### config.mk
export PLATFORM = sky130hd
export DESIGN_NAME = sacache_ram
export DESIGN_NICKNAME = d
export VERILOG_FILES = /design/src/design/sacache_ram.sv
export SDC_FILE = /design/constraint.sdc
export NUM_CORES = 1
export LEC_CHECK = 0
export ABC_AREA = 1
export BUFFER_PORTS_ARGS = -buffer_cell sky130_fd_sc_hd__buf_2
export CAP_MARGIN = 20
export CORE_UTILIZATION = 44
export DETAILED_ROUTE_END_ITERATION = 6
export PLACE_DENSITY = 0.73
export SLEW_MARGIN = 20
export SYNTH_ARGS = -nofsm -noshare
export SYNTH_HDL_FRONTEND = slang
export SYNTH_SLANG_ARGS = --single-unit
### constraint.sdc
create_clock -name clk -period 0.9 [get_ports clk]
set_input_delay 0.09 -clock clk [delete_from_list [all_inputs] [get_ports clk]]
set_output_delay 0.09 -clock clk [all_outputs]
set_load 0.01 [all_outputs]
### src/design/sacache_ram.sv
// Generic single-port-write, single-port-read RAM with a registered read.
// No dependencies.
module sacache_ram #(
	parameter int unsigned WIDTH = 8,
	parameter int unsigned DEPTH = 2
) (
	input  logic                     clk,
	input  logic                     we,
	input  logic [$clog2(DEPTH)-1:0] waddr,
	input  logic [WIDTH-1:0]         wdata,
	input  logic                     re,
	input  logic [$clog2(DEPTH)-1:0] raddr,
	output logic [WIDTH-1:0]         rdata
);

	logic [WIDTH-1:0] mem_q [DEPTH];

	// Read returns the contents from before a write at the same edge.
	always_ff @(posedge clk) begin
		if (we) begin
			mem_q[waddr] <= wdata;
		end
		if (re) begin
			rdata <= mem_q[raddr];
		end
	end

endmodule

Word-level counts from Yosys, hierarchy flattened
Memories as Yosys holds them, arrays and structs flattened. A register that Yosys moved wholly into a read port is not among the register bits.
Cells that the tools add are included.
{"block": "word_totals", "ff_bits": 0, "mem_bits_rw": 16, "out_inout_bits": 8, "wordCells": 3, "memories": 1}
{"memory": "mem_q", "words": 2, "width": 8, "read_ports": 1, "rd_ports_with_merged_regs": 1, "write_ports": 1, "line_no": "16", "text": "logic [WIDTH-1:0] mem_q [DEPTH];"}
{"block": "classes", "mux": 2}
{"cell": "$mux W1", "count": 2}

Longest topological paths before layout
Gate-level depths: netlist of run 1.
{"block": "depth", "ltp_word": 2, "mapped_depth": 4}

Worst setup path after synthesis of run 1
No wires, ideal clock.
{"block": "synth_path", "kind": "in2reg", "from": "input we", "to": "memory mem_q[0][0], enable pin", "setup_ns": 0.371, "arrival_time_ns": 0.479, "required_ns": 0.529, "slack_ns": 0.050, "stages": 2, "path_buffers": 0, "cell_sequence": "inv_1 nor2_1"}
{"block": "synth_via", "elab_chain_len": 2}
{"item": "start, declared", "line_no": "8", "text": "input logic we,"}
{"item": "$mux W1", "line_no": "20", "text": "if (we) begin"}
{"item": "$mux W1 (implied by the code)", "line_no": "21", "text": "mem_q[waddr] <= wdata;"}
{"item": "end, declared", "line_no": "16"}
No other way between the ends.

Final worst setup path of run 1
{"block": "layout_path", "from": "register rdata[7], read port of mem_q", "to": "output rdata[7]"}
{"item": "start, declared", "line_no": "13", "text": "output logic [WIDTH-1:0] rdata"}
No word-level cell between the ends.

==> results summary, run 1 <==
The switching part of the total power came out at 0.195. Setup repair after global routing could not meet its margin everywhere. Of all nets on the critical path, the largest fanout is 1. The global-route usage over all layers is 0.115. For this design the static power due to leakage is about 0.45 nW. The leading cell type in the layout, fill and taps excluded is nand2_1. The worst-margin pin slew is roughly 0.29 ns.

The fraction of final layout cells sized beyond drive strength 1 came out at 0.294. The placement row count came out at 15. In this run the number of H-tree levels came out at 1. The largest net degree at the start of global routing came out at 13.

The sink count of the clock tree is 24. The number of setup violations in the final report is 1. 0 antenna diodes ended up in the layout. The Yosys step of the flow raised 0 warnings.

The number of distinct standard cells referenced by the synthesized netlist is 6. The maximum clock rate came out at 1.10 GHz. Leaving out fill and tap cells, the most frequent cells in the layout are 25 x nand2_1, 24 x edfxtp_1, 20 x buf_2. The total of max-cap violations is 0.

The net total in the final layout came out at 100. Synthesis handed over a netlist of 54 instances. The critical path goes through buf_2. The core area is ~0.0018 mm^2.

The number of antenna violations at the first check in global routing is 0. The final wirelength is just over 1 mm. The final hold violation count came to 0. The final estimated routing congestion in global placement came out at between 0.6 and 0.7. The overflow left after global routing is 0. The ratio of final minimum period to clock period came out at 1.01. The horizontal die dimension came out at between 40 and 50 um. The final critical delay including setup and external delays is between 0.9 and 1 ns. The switching power is 0.000375 W. The clock passes through at most 2 buffers. The internal power of the cells came out at 0.00155 W. The routed wirelength normalized by instance count came out at 9.40 um. The number of nets with antenna violations after routing is 0. The setup slack after placement is between 0.1 and 0.15 ns.

The total of buffers placed on input and output ports came out at 20. Power comes to 0.00192 W. At the later pin of the worst-skew pair, clock insertion delay measures around 0.29 ns. The routed via count is roughly 480. The final worst setup slack is -0.00644 ns.

The required time of the critical path is ~0.81 ns. The most used routing layer in global routing is met2. Of the total power, the clock network draws 0.224.

The height of the chip came out at approximately 46 um. The relative slew slack came out at 0.804. The checks that failed: negative setup slack. The worst hold path belongs to the class input port to flop. The clock slew at the register clock pins of the worst setup and hold paths came out at ~0.12 ns. The initial core utilization came out at 0.477.

The flow ran to the end, but the final reports show violations. The number of nets in the synthesized netlist is between 60 and 70. The global-route met1 utilization came out at 0.121.

The number of register bits inferred by synthesis is 24. VDD sags by at most about 1.2 mV. The worst-case clock skew is around 0.00034 ns.

After synthesis the cells add up to ~840 um^2. The I/O pin count is 21. In the routed design, unresolved DRC markers number 0.

The first detailed-routing pass took 2 iterations. The worst setup path is launched from a flop. The ratio of routed vias to standard cells came out at between 4 and 5. The mean area per synthesized cell came out at between 15 and 20 um^2. The family with the most delay on the worst path is flip-flops. The via count of the first global-routing pass is 384. The number of filler instances in the final layout came out at between 100 and 150. The CTS buffer count is 3.

Of the total power, registers draw 0.693. Measured on the finished design, the core utilization comes to 0.607. Summing all placed instances gives a cell area of a little under 0.001 mm^2.

The highest-delay cell along the critical path is edfxtp_1. The sum of net half-perimeters after detailed placement is about 740 um. The finished layout cell area came out at approximately 0.0011 mm^2. The delay of the slowest cell on the worst path came out at ~0.38 ns. Data arrives at the worst endpoint at between 0.8 and 0.9 ns.

The share of synthesized area occupied by flip-flops and latches came out at 0.857. The CTS tree is yes. The power density normalized to cell area is roughly 1800 mW/mm^2. For this run, global-route usage on met3 was measured as 0.0238.

On the final layout, the worst hold slack is approximately 0.11 ns. The synthesis-to-finish area growth came out at 27.4%. The first global-routing pass estimated 1.52 mm of wire.

The max-slew violation count is 0. The global-route track usage on met2 is 0.189. The kind of critical path is flop to output pin.

CTS placed an instance of clkbuf_4 at the clock tree root. The number of buffers and inverters on the critical path is 1. The worst setup path is captured at an output pin.

The first routing iteration left 7 violations. The floorplan die area is 0.00209 mm^2. The combinational share of power is 0.083.
synthesized netlist by cell type (all sizes together):
library cell / number / area share
nor2: 1 / 0.0045
edfxtp: 24 / 0.86
nand2: 25 / 0.11
buf: 1 / 0.013
inv: 3 / 0.013
through the flow:
step	setup TNS (ns)	cells
after floorplan	0	54
after global placement	0	99
after detailed placement	0	99
after CTS	-0.0340	110
after global routing	-0.308	110
final	-0.00644	110
path summary, 6_finish.rpt:
path / slack [ns] / from / endpoint / cells after the start
setup / recovery: -0.006 / rdata[7] / rdata[7] / 1
hold / removal: 0.11 / re / rdata[0] / 1
setup reg to reg: 0.15 / mem_q[0][7] / rdata[7] / 2
hold reg to reg: 0.53 / mem_q[0][5] / rdata[5] / 2
cell families (layout without fill, tap and decap cells):
kind of cell | after synthesis | count (layout) | synth area share
flops | 24 | 24 | 0.857
simple gates | 26 | 26 | 0.116
buf+inv | 4 | 35 | 0.0268
power groups by stage:
stage | Combinational, W | Clock (W) | Sequential [W]
floorplan | 0.0000515 | 0 | 0.00137
global placement | 0.000130 | 0 | 0.00136
detailed placement | 0.000135 | 0 | 0.00136
CTS | 0.000161 | 0.000435 | 0.00134
global route | 0.000177 | 0.000475 | 0.00134
finish | 0.000159 | 0.000431 | 0.00133
area by class of cell:
class                           count  area [um^2]  share of cell area
Tap cell                           25         31.3              0.0292
Inverter                            3         11.3              0.0105
Clock buffer                        3         22.5              0.0210
Multi-Input combinational cell     26         97.6              0.0911
Sequential cell                    24          721               0.673
Timing Repair Buffer               29          188               0.175
metal layers:
layer / vias up / part of all wire
met1: 211 / 0.43
met5: - / 0
met3: 4 / 0.043
met2: 19 / 0.49
li1: 245 / -
met4: 0 / 0.041
timing repair:
action / CTS / global route
gates resized for setup: 0 / 0
setup endpoints to repair: 6 / 8
hold endpoints to repair: 16 / 0
setup buffers: 0 / 0
hold buffers: 8 / 0
registers in the layout, indices dropped and copies added, names as in the netlist:
signal,count
mem_q,16
rdata,8
(Power assumes the default switching activity.)
==> run 2, diff against run 1 <==
BUFFER_PORTS_ARGS = unset   (was -buffer_cell sky130_fd_sc_hd__buf_2)
CORE_UTILIZATION = 52   (was 44)
DONT_BUFFER_PORTS = 1   (was unset)
GPL_ROUTABILITY_DRIVEN = 0   (was unset)
PLACE_DENSITY = 0.72   (was 0.73)
==> run 2 against run 1 <==
The run now ends clean. Die area is 15% lower. Register-to-register slack worse by 0.02 ns. Clock power is 2% lower. Global-route usage is 0.68 points higher. Final area is 7.6% lower. Total power is 2.2% lower. Sequential share of layout area is 5.5 points higher. Critical path depth is 2 higher. Critical path type is now input port to flop. Largest cell class unchanged. Highest routed layer unchanged.
==> results summary, run 2 (synthesis results as in run 1) <==
The net total in the final layout is 83. The final hold violation count is 0. The register ranked first by flip-flop count is mem_q. The detailed router finished its first iteration with 8 violations.

The first-pass GRT wire length came out at 1.50 mm. The number of antenna violations at the first check in global routing came out at 0. The startpoint identified for the worst hold timing path is raddr. The worst-case register-to-register setup slack came out at 0.13 ns. The fraction of final layout cells sized beyond drive strength 1 is 0.0735. The clock slew at the register clock pins of the worst setup and hold paths is around 0.12 ns. The worst min-delay path class is input port to flop. The maximum fanout count along the critical path is 7. The iteration count of the initial detailed-routing pass is 4. Leaving out fill and tap cells, the most frequent cell in the layout is nand2_1.

The number of buffers and inverters on the critical path came out at 1. The sink count of the clock tree came out at 24. In this design, the stage delay of the slowest critical-path cell is around 0.65 ns. For this run, design rule violations remaining after detail routing come to 0. The max-slew violation count came to 0. The sum of net half-perimeters after detailed placement is 628 um. The worst-margin pin slew is between 0.3 and 0.4 ns. The logic depth of the worst register-to-register path is 2.

The endpoint identified for the worst register-to-register timing path is rdata[0]. After detailed placement, the total cell area comes to around 860 um^2. The core occupancy in the finished layout came out at 0.657. The initial utilization of the core area, before any placement, comes to 0.558. The H-tree depth reported by CTS is 1.

The worst-skew pair later-pin latency came out at 0.30 ns. The ratio of final minimum period to clock period is 0.937. The largest registers in the layout are mem_q: 16 flops, rdata: 8 flops. The relative slew slack is 0.791.

The power density normalized to cell area came out at around 1900 mW/mm^2. Across the run, the number of max-cap violations was 0. The largest net degree at the start of global routing is 13. TritonCTS built the clock tree.

The worst setup path is captured at a flop. Broken down by cell family, the worst path's largest delay share belongs to buffers and inverters. Setup repair after global routing left no endpoint under its margin. The ratio of routed vias to standard cells is slightly below 5. The worst setup path is launched from an input port. The highest-delay cell along the critical path is dlygate4sd3_1. At the worst endpoint, the arrival time is ~0.90 ns.

The number of antenna diodes in the final layout is 0. The routed via count is ~420. Among the stages of the critical path, the cell type that occurs most often is nand2_1. The startpoint identified for the worst register-to-register timing path is mem_q[1][0]. The instance count along the most critical hold path came out at 3. The final critical delay including setup and external delays is ~0.84 ns. The horizontal die dimension is ~42 um.

The run finished with clean final reports. The worst-case IR drop observed on VDD is between 1 and 1.5 mV. Summed over all failing endpoints, the final setup total negative slack is 0 ns. For this design the static power due to leakage is between 0.3 and 0.4 nW. The tightest hold margin came out at about 0.11 ns. The clock passes through at most 2 buffers. The finished cells cover 990 um^2. The maximum clock rate came out at approximately 1.2 GHz.

In this run the standard cell core region covers 0.00151 mm^2. The number of gates resized after CTS was 0. The routed wirelength normalized by instance count came out at 11.9 um. The placement row count is 14.

The routed design has ~1 mm of wire. The register with the most flip-flops in the layout has 16 of them. The kind of critical path is input port to flop. The critical path goes through dlygate4sd3_1, nand2_1, nand2_1. The overflow left after global routing came out at 0.

The height of the chip is 42.2 um. The detail route stage leaves a number of antenna-violating nets equal to 0. The total of buffers placed on input and output ports is 0. The library cells used most frequently in the layout, excluding fill and tap cells, are 25 x nand2_1, 24 x edfxtp_1, 11 x dlygate4sd3_1. Between clock sinks in the finished design, the worst skew comes to 0.0111 ns. Overall power consumption after layout is estimated at about 0.0019 W.

21 I/O pins were placed. The global-route usage over all layers came out at 0.121. Counting the buffers created by CTS gives 3. Setup violations remaining at the end of the flow were counted as 0. The root buffer cell chosen for the clock tree is clkbuf_4. The path with the worst hold slack has its endpoint at rdata[4].

The floorplan die area came out at ~0.0018 mm^2. Data on the critical path is required at its endpoint by approximately 0.96 ns. The synthesis-to-finish area growth is 17.7%.

The via count of the first global-routing pass is ~370.
[run 2: final cells by class]
cell class / instances / area [um^2]
clock buffer: 3 / 22.5
fill: 111 / 517
inverter: 3 / 11.3
multi-input combinational: 26 / 97.6
sequential: 24 / 721
tap: 16 / 20.0
timing repair buffer: 12 / 118
[run 2: worst max path at each step]
stage	depth (start not counted)	start	slack [ns]	endpoint
floorplan	2	we	0.05	mem_q[0][0]
global placement	2	mem_q[1][5]	0.19	rdata[5]
detailed placement	2	mem_q[1][0]	0.16	rdata[0]
CTS	1	re	0.06	rdata[0]
global route	1	re	0.04	rdata[2]
finish	3	raddr	0.06	rdata[0]
[run 2: per-stage QoR]
step	worst slack, ns	cells
3_5_place_dp	0.158	70
3_3_place_gp	0.185	70
2_1_floorplan	0.0501	54
6_report	0.0568	84
4_1_cts	0.0569	83
5_1_grt	0.0443	84
[run 2: worst reg2reg max path, delay by kind of cell, from the launching register on]
kind          cells  cell delay, ns
flops             1            0.39
simple gates      2            0.14
[run 2: power breakdown]
group / total [W] / internal, W / switching, W
clock network: 0.000423 / 0.000156 / 0.000267
logic: 0.000110 / 0.0000514 / 0.0000583
registers: 0.00135 / 0.00132 / 0.0000309
total: 0.00188 / 0.00153 / 0.000356
[run 2: per-layer routing]
metal	track usage	part of all wire	wire length, um	vias to the layer above
met5	0	0	0	-
met4	0.0563	0.016	16	0
met3	0.0259	0.045	45	2
met2	0.212	0.53	527	20
met1	0.142	0.41	414	183
li1	-	-	-	212
[run 2: timing repair]
item | CTS | global route
buffers inserted | 0 | 0
hold buffers | 10 | 1
endpoints found under the hold margin | 31 | 1
==> run 3, diff against run 2 <==
GPL_ROUTABILITY_DRIVEN = 1   (was 0)
PLACE_DENSITY = 0.7   (was 0.72)
==> run 3 against run 2 <==
Flip-flop and latch count unchanged. Critical path depth shrank 3. Sequential power about the same. Global-route usage increased by 1.4 points. Total power grew 1.3%. Sequential share of layout area grew 0.46 points. Critical path type is now flop to output pin. Largest power group unchanged. Highest routed layer unchanged.
==> results summary, run 3 (synthesis results as in run 1) <==
The area used by sequential logic in the layout came out at roughly 720 um^2. Hold timing on the final database bottoms out at a slack of approximately 0.083 ns. The placement row count is 14. The final sum of negative setup slack is 0 ns. The sum of net half-perimeters after detailed placement came out at ~650 um.

The number of cells upsized or downsized after cts is 0. The final estimated routing congestion in global placement came out at around 0.60. The later pin in the worst-skew pair is clocked with a latency of between 0.3 and 0.4 ns.

The worst register-to-register path ends at rdata[1]. Subtracting the final worst setup slack from the clock period gives ~0.84 ns. The via count of the first global-routing pass came to slightly below 400.

From left edge to right edge, the die measures about 42 um. The first TritonRoute pass finished after 5 iterations. The placed cell area is between 800 and 900 um^2. The H-tree depth reported by CTS is 1.

The clock drives 24 sinks. The number of setup violations in the final report came out at 0. The routed design has just over 1 mm of wire. The arrival time reported for the critical path endpoint is 0.75 ns.

The CTS buffer count came out at 3. In the final layout, the registers with the most flip-flops are mem_q: 16 flops, rdata: 8 flops. The relative slew slack is 0.772. The library cell used most frequently in the layout, excluding fill and tap cells, is nand2_1.

The net total in the final layout came out at just over 80. Detailed routing inserted a total of 415 vias. The worst hold path passes through 3 cells. The total stage count of the critical path is 0.

The capturing element type of the critical path is an output pin. The floorplan die area is 0.00178 mm^2. The finished layout holds 84 standard cells, fillers aside. The cell sitting at the root of the clock tree is a clkbuf_4. TritonCTS built the clock tree. The height of the chip is 42.2 um. The maximum count of clock buffers along a single path came out at 2. The I/O pin count came out at 21.

The worst-margin pin slew is about 0.34 ns. The worst setup path is of the flop to output pin kind. 0 antenna diodes ended up in the layout. Setup repair after global routing left no endpoint under its margin.

The number of cells in the design after placement came out at 70. The run finished with clean final reports. The core occupancy in the finished layout came out at 0.653. The first-pass GRT wire length came out at ~1.7 mm. Dividing the detail-routed wire length by the instance count gives roughly 12 um. In this run the worst path has a maximum fanout of 1. The highest layer touched by signal routing is met4. Summing all non-filler instances in the final layout gives an area of about 980 um^2. The fraction of final layout cells sized beyond drive strength 1 came out at 0.0735. The global-route usage over all layers is 0.135. The overflow left after global routing is 0.

The initial utilization of the core area, before any placement, comes to 0.558. The worst hold path begins at raddr. The maximum vdd drop came out at around 1.5 mV.

Power spread over the standard cell area amounts to 1940 mW/mm^2. In this run, the number of DRC markers left after iteration 0 of detailed routing was 9. Wire segments on met3 add up to a little under 50 um in the final route. Max-cap violations in this run came to 0. The synthesis-to-finish area growth came out at 17.0%. The count of nets left with antenna violations once routing finished came out at 0. The ratio of final minimum period to clock period is 0.934.

The total of buffers placed on input and output ports is 0. The worst-case register-to-register setup slack is approximately 0.16 ns. The worst register-to-register path has a depth of 2.

The final hold violation count is 0. After filler insertion, the fill cell instance count of the layout stands at 119. The sum of routed wire segments on met1 came out at 444 um. The max-slew violation count came to 0.

The combined area of the multi-input logic cells is roughly 98 um^2. The start of the worst register-to-register path is mem_q[0][1]. After floorplanning, the core was sized to cover about 0.0015 mm^2. The residual DRC count is 0. The maximum clock rate came out at roughly 1.2 GHz. The worst setup path is launched from a flop. The worst min-delay path class is input port to flop. The register with the most flip-flops in the layout has 16 of them. The number of antenna violations at the first check in global routing came out at 0. After clock tree synthesis, the clock-pin slew on the worst setup and hold paths is 0.11 ns. The ratio of routed vias to standard cells is roughly 4.9. The routed wire length on met2 is approximately 470 um. More flip-flops sit in one register than any other, and that register is mem_q. The top cell types in the final layout, fill and taps aside, are 25 x nand2_1, 24 x edfxtp_1, 10 x dlygate4sd3_1. The destination of the worst hold path is rdata[7]. Entering global routing, the biggest net connects 14 pins. The required time of the critical path is about 0.8 ns. For the final database, setup skew stands at roughly 0.0012 ns. The analysis attributes to cell leakage a power of approximately 0.38 nW.
## run 3: changes by cell type in the layout (fill, tap and decap cells not counted)
cell	before	now
clkinv_1	0	1
dlygate4sd3_1	11	10
## run 3: where the power goes
group | switching (W) | total (W) | internal (W)
clock network | 0.000290 | 0.000452 | 0.000162
logic | 0.0000553 | 0.000104 | 0.0000484
registers | 0.0000327 | 0.00135 | 0.00132
## run 3: through the flow
step / setup WS [ns] / total power, W
5_1_grt: 0.0203 / 0.00199
4_1_cts: 0.0530 / 0.00192
3_5_place_dp: 0.155 / 0.00144
2_1_floorplan: 0.0501 / 0.00143
3_3_place_gp: 0.176 / 0.00143
6_report: 0.0593 / 0.00191
## run 3: worst max-delay path by stage
stage	startpoint	end	slack, ns
global placement	mem_q[1][1]	rdata[1]	0.18
CTS	rdata[7]	rdata[7]	0.05
floorplan	we	mem_q[0][0]	0.05
finish	rdata[7]	rdata[7]	0.06
global route	rdata[7]	rdata[7]	0.02
detailed placement	mem_q[0][4]	rdata[4]	0.15
## run 3: timing repair
item / 4_1_cts / 5_1_grt
hold buffers: 10 / 0
setup buffers: 0 / 0
endpoints found under the hold margin: 32 / 0
## run 3: worst register-to-register path: stages (launching register included)
cell and delay [ns]:
edfxtp_1 0.39, nand2_1 0.08, nand2_1 0.05
## run 3: per-layer routing
layer / vias up / GRT usage
met3: 5 / 0.0431
met5: - / 0
li1: 212 / -
met1: 179 / 0.174
met4: 0 / 0.113
met2: 19 / 0.185
## run 3: area by class of cell
cell class | instances | area share
inverters | 3 | 0.0115
clock inverters | 1 | 0.00382
clock buffers | 3 | 0.0229
well taps | 16 | 0.0204
flip-flops and latches | 24 | 0.733
repair buffers | 11 | 0.109
multi-input cells | 26 | 0.0992
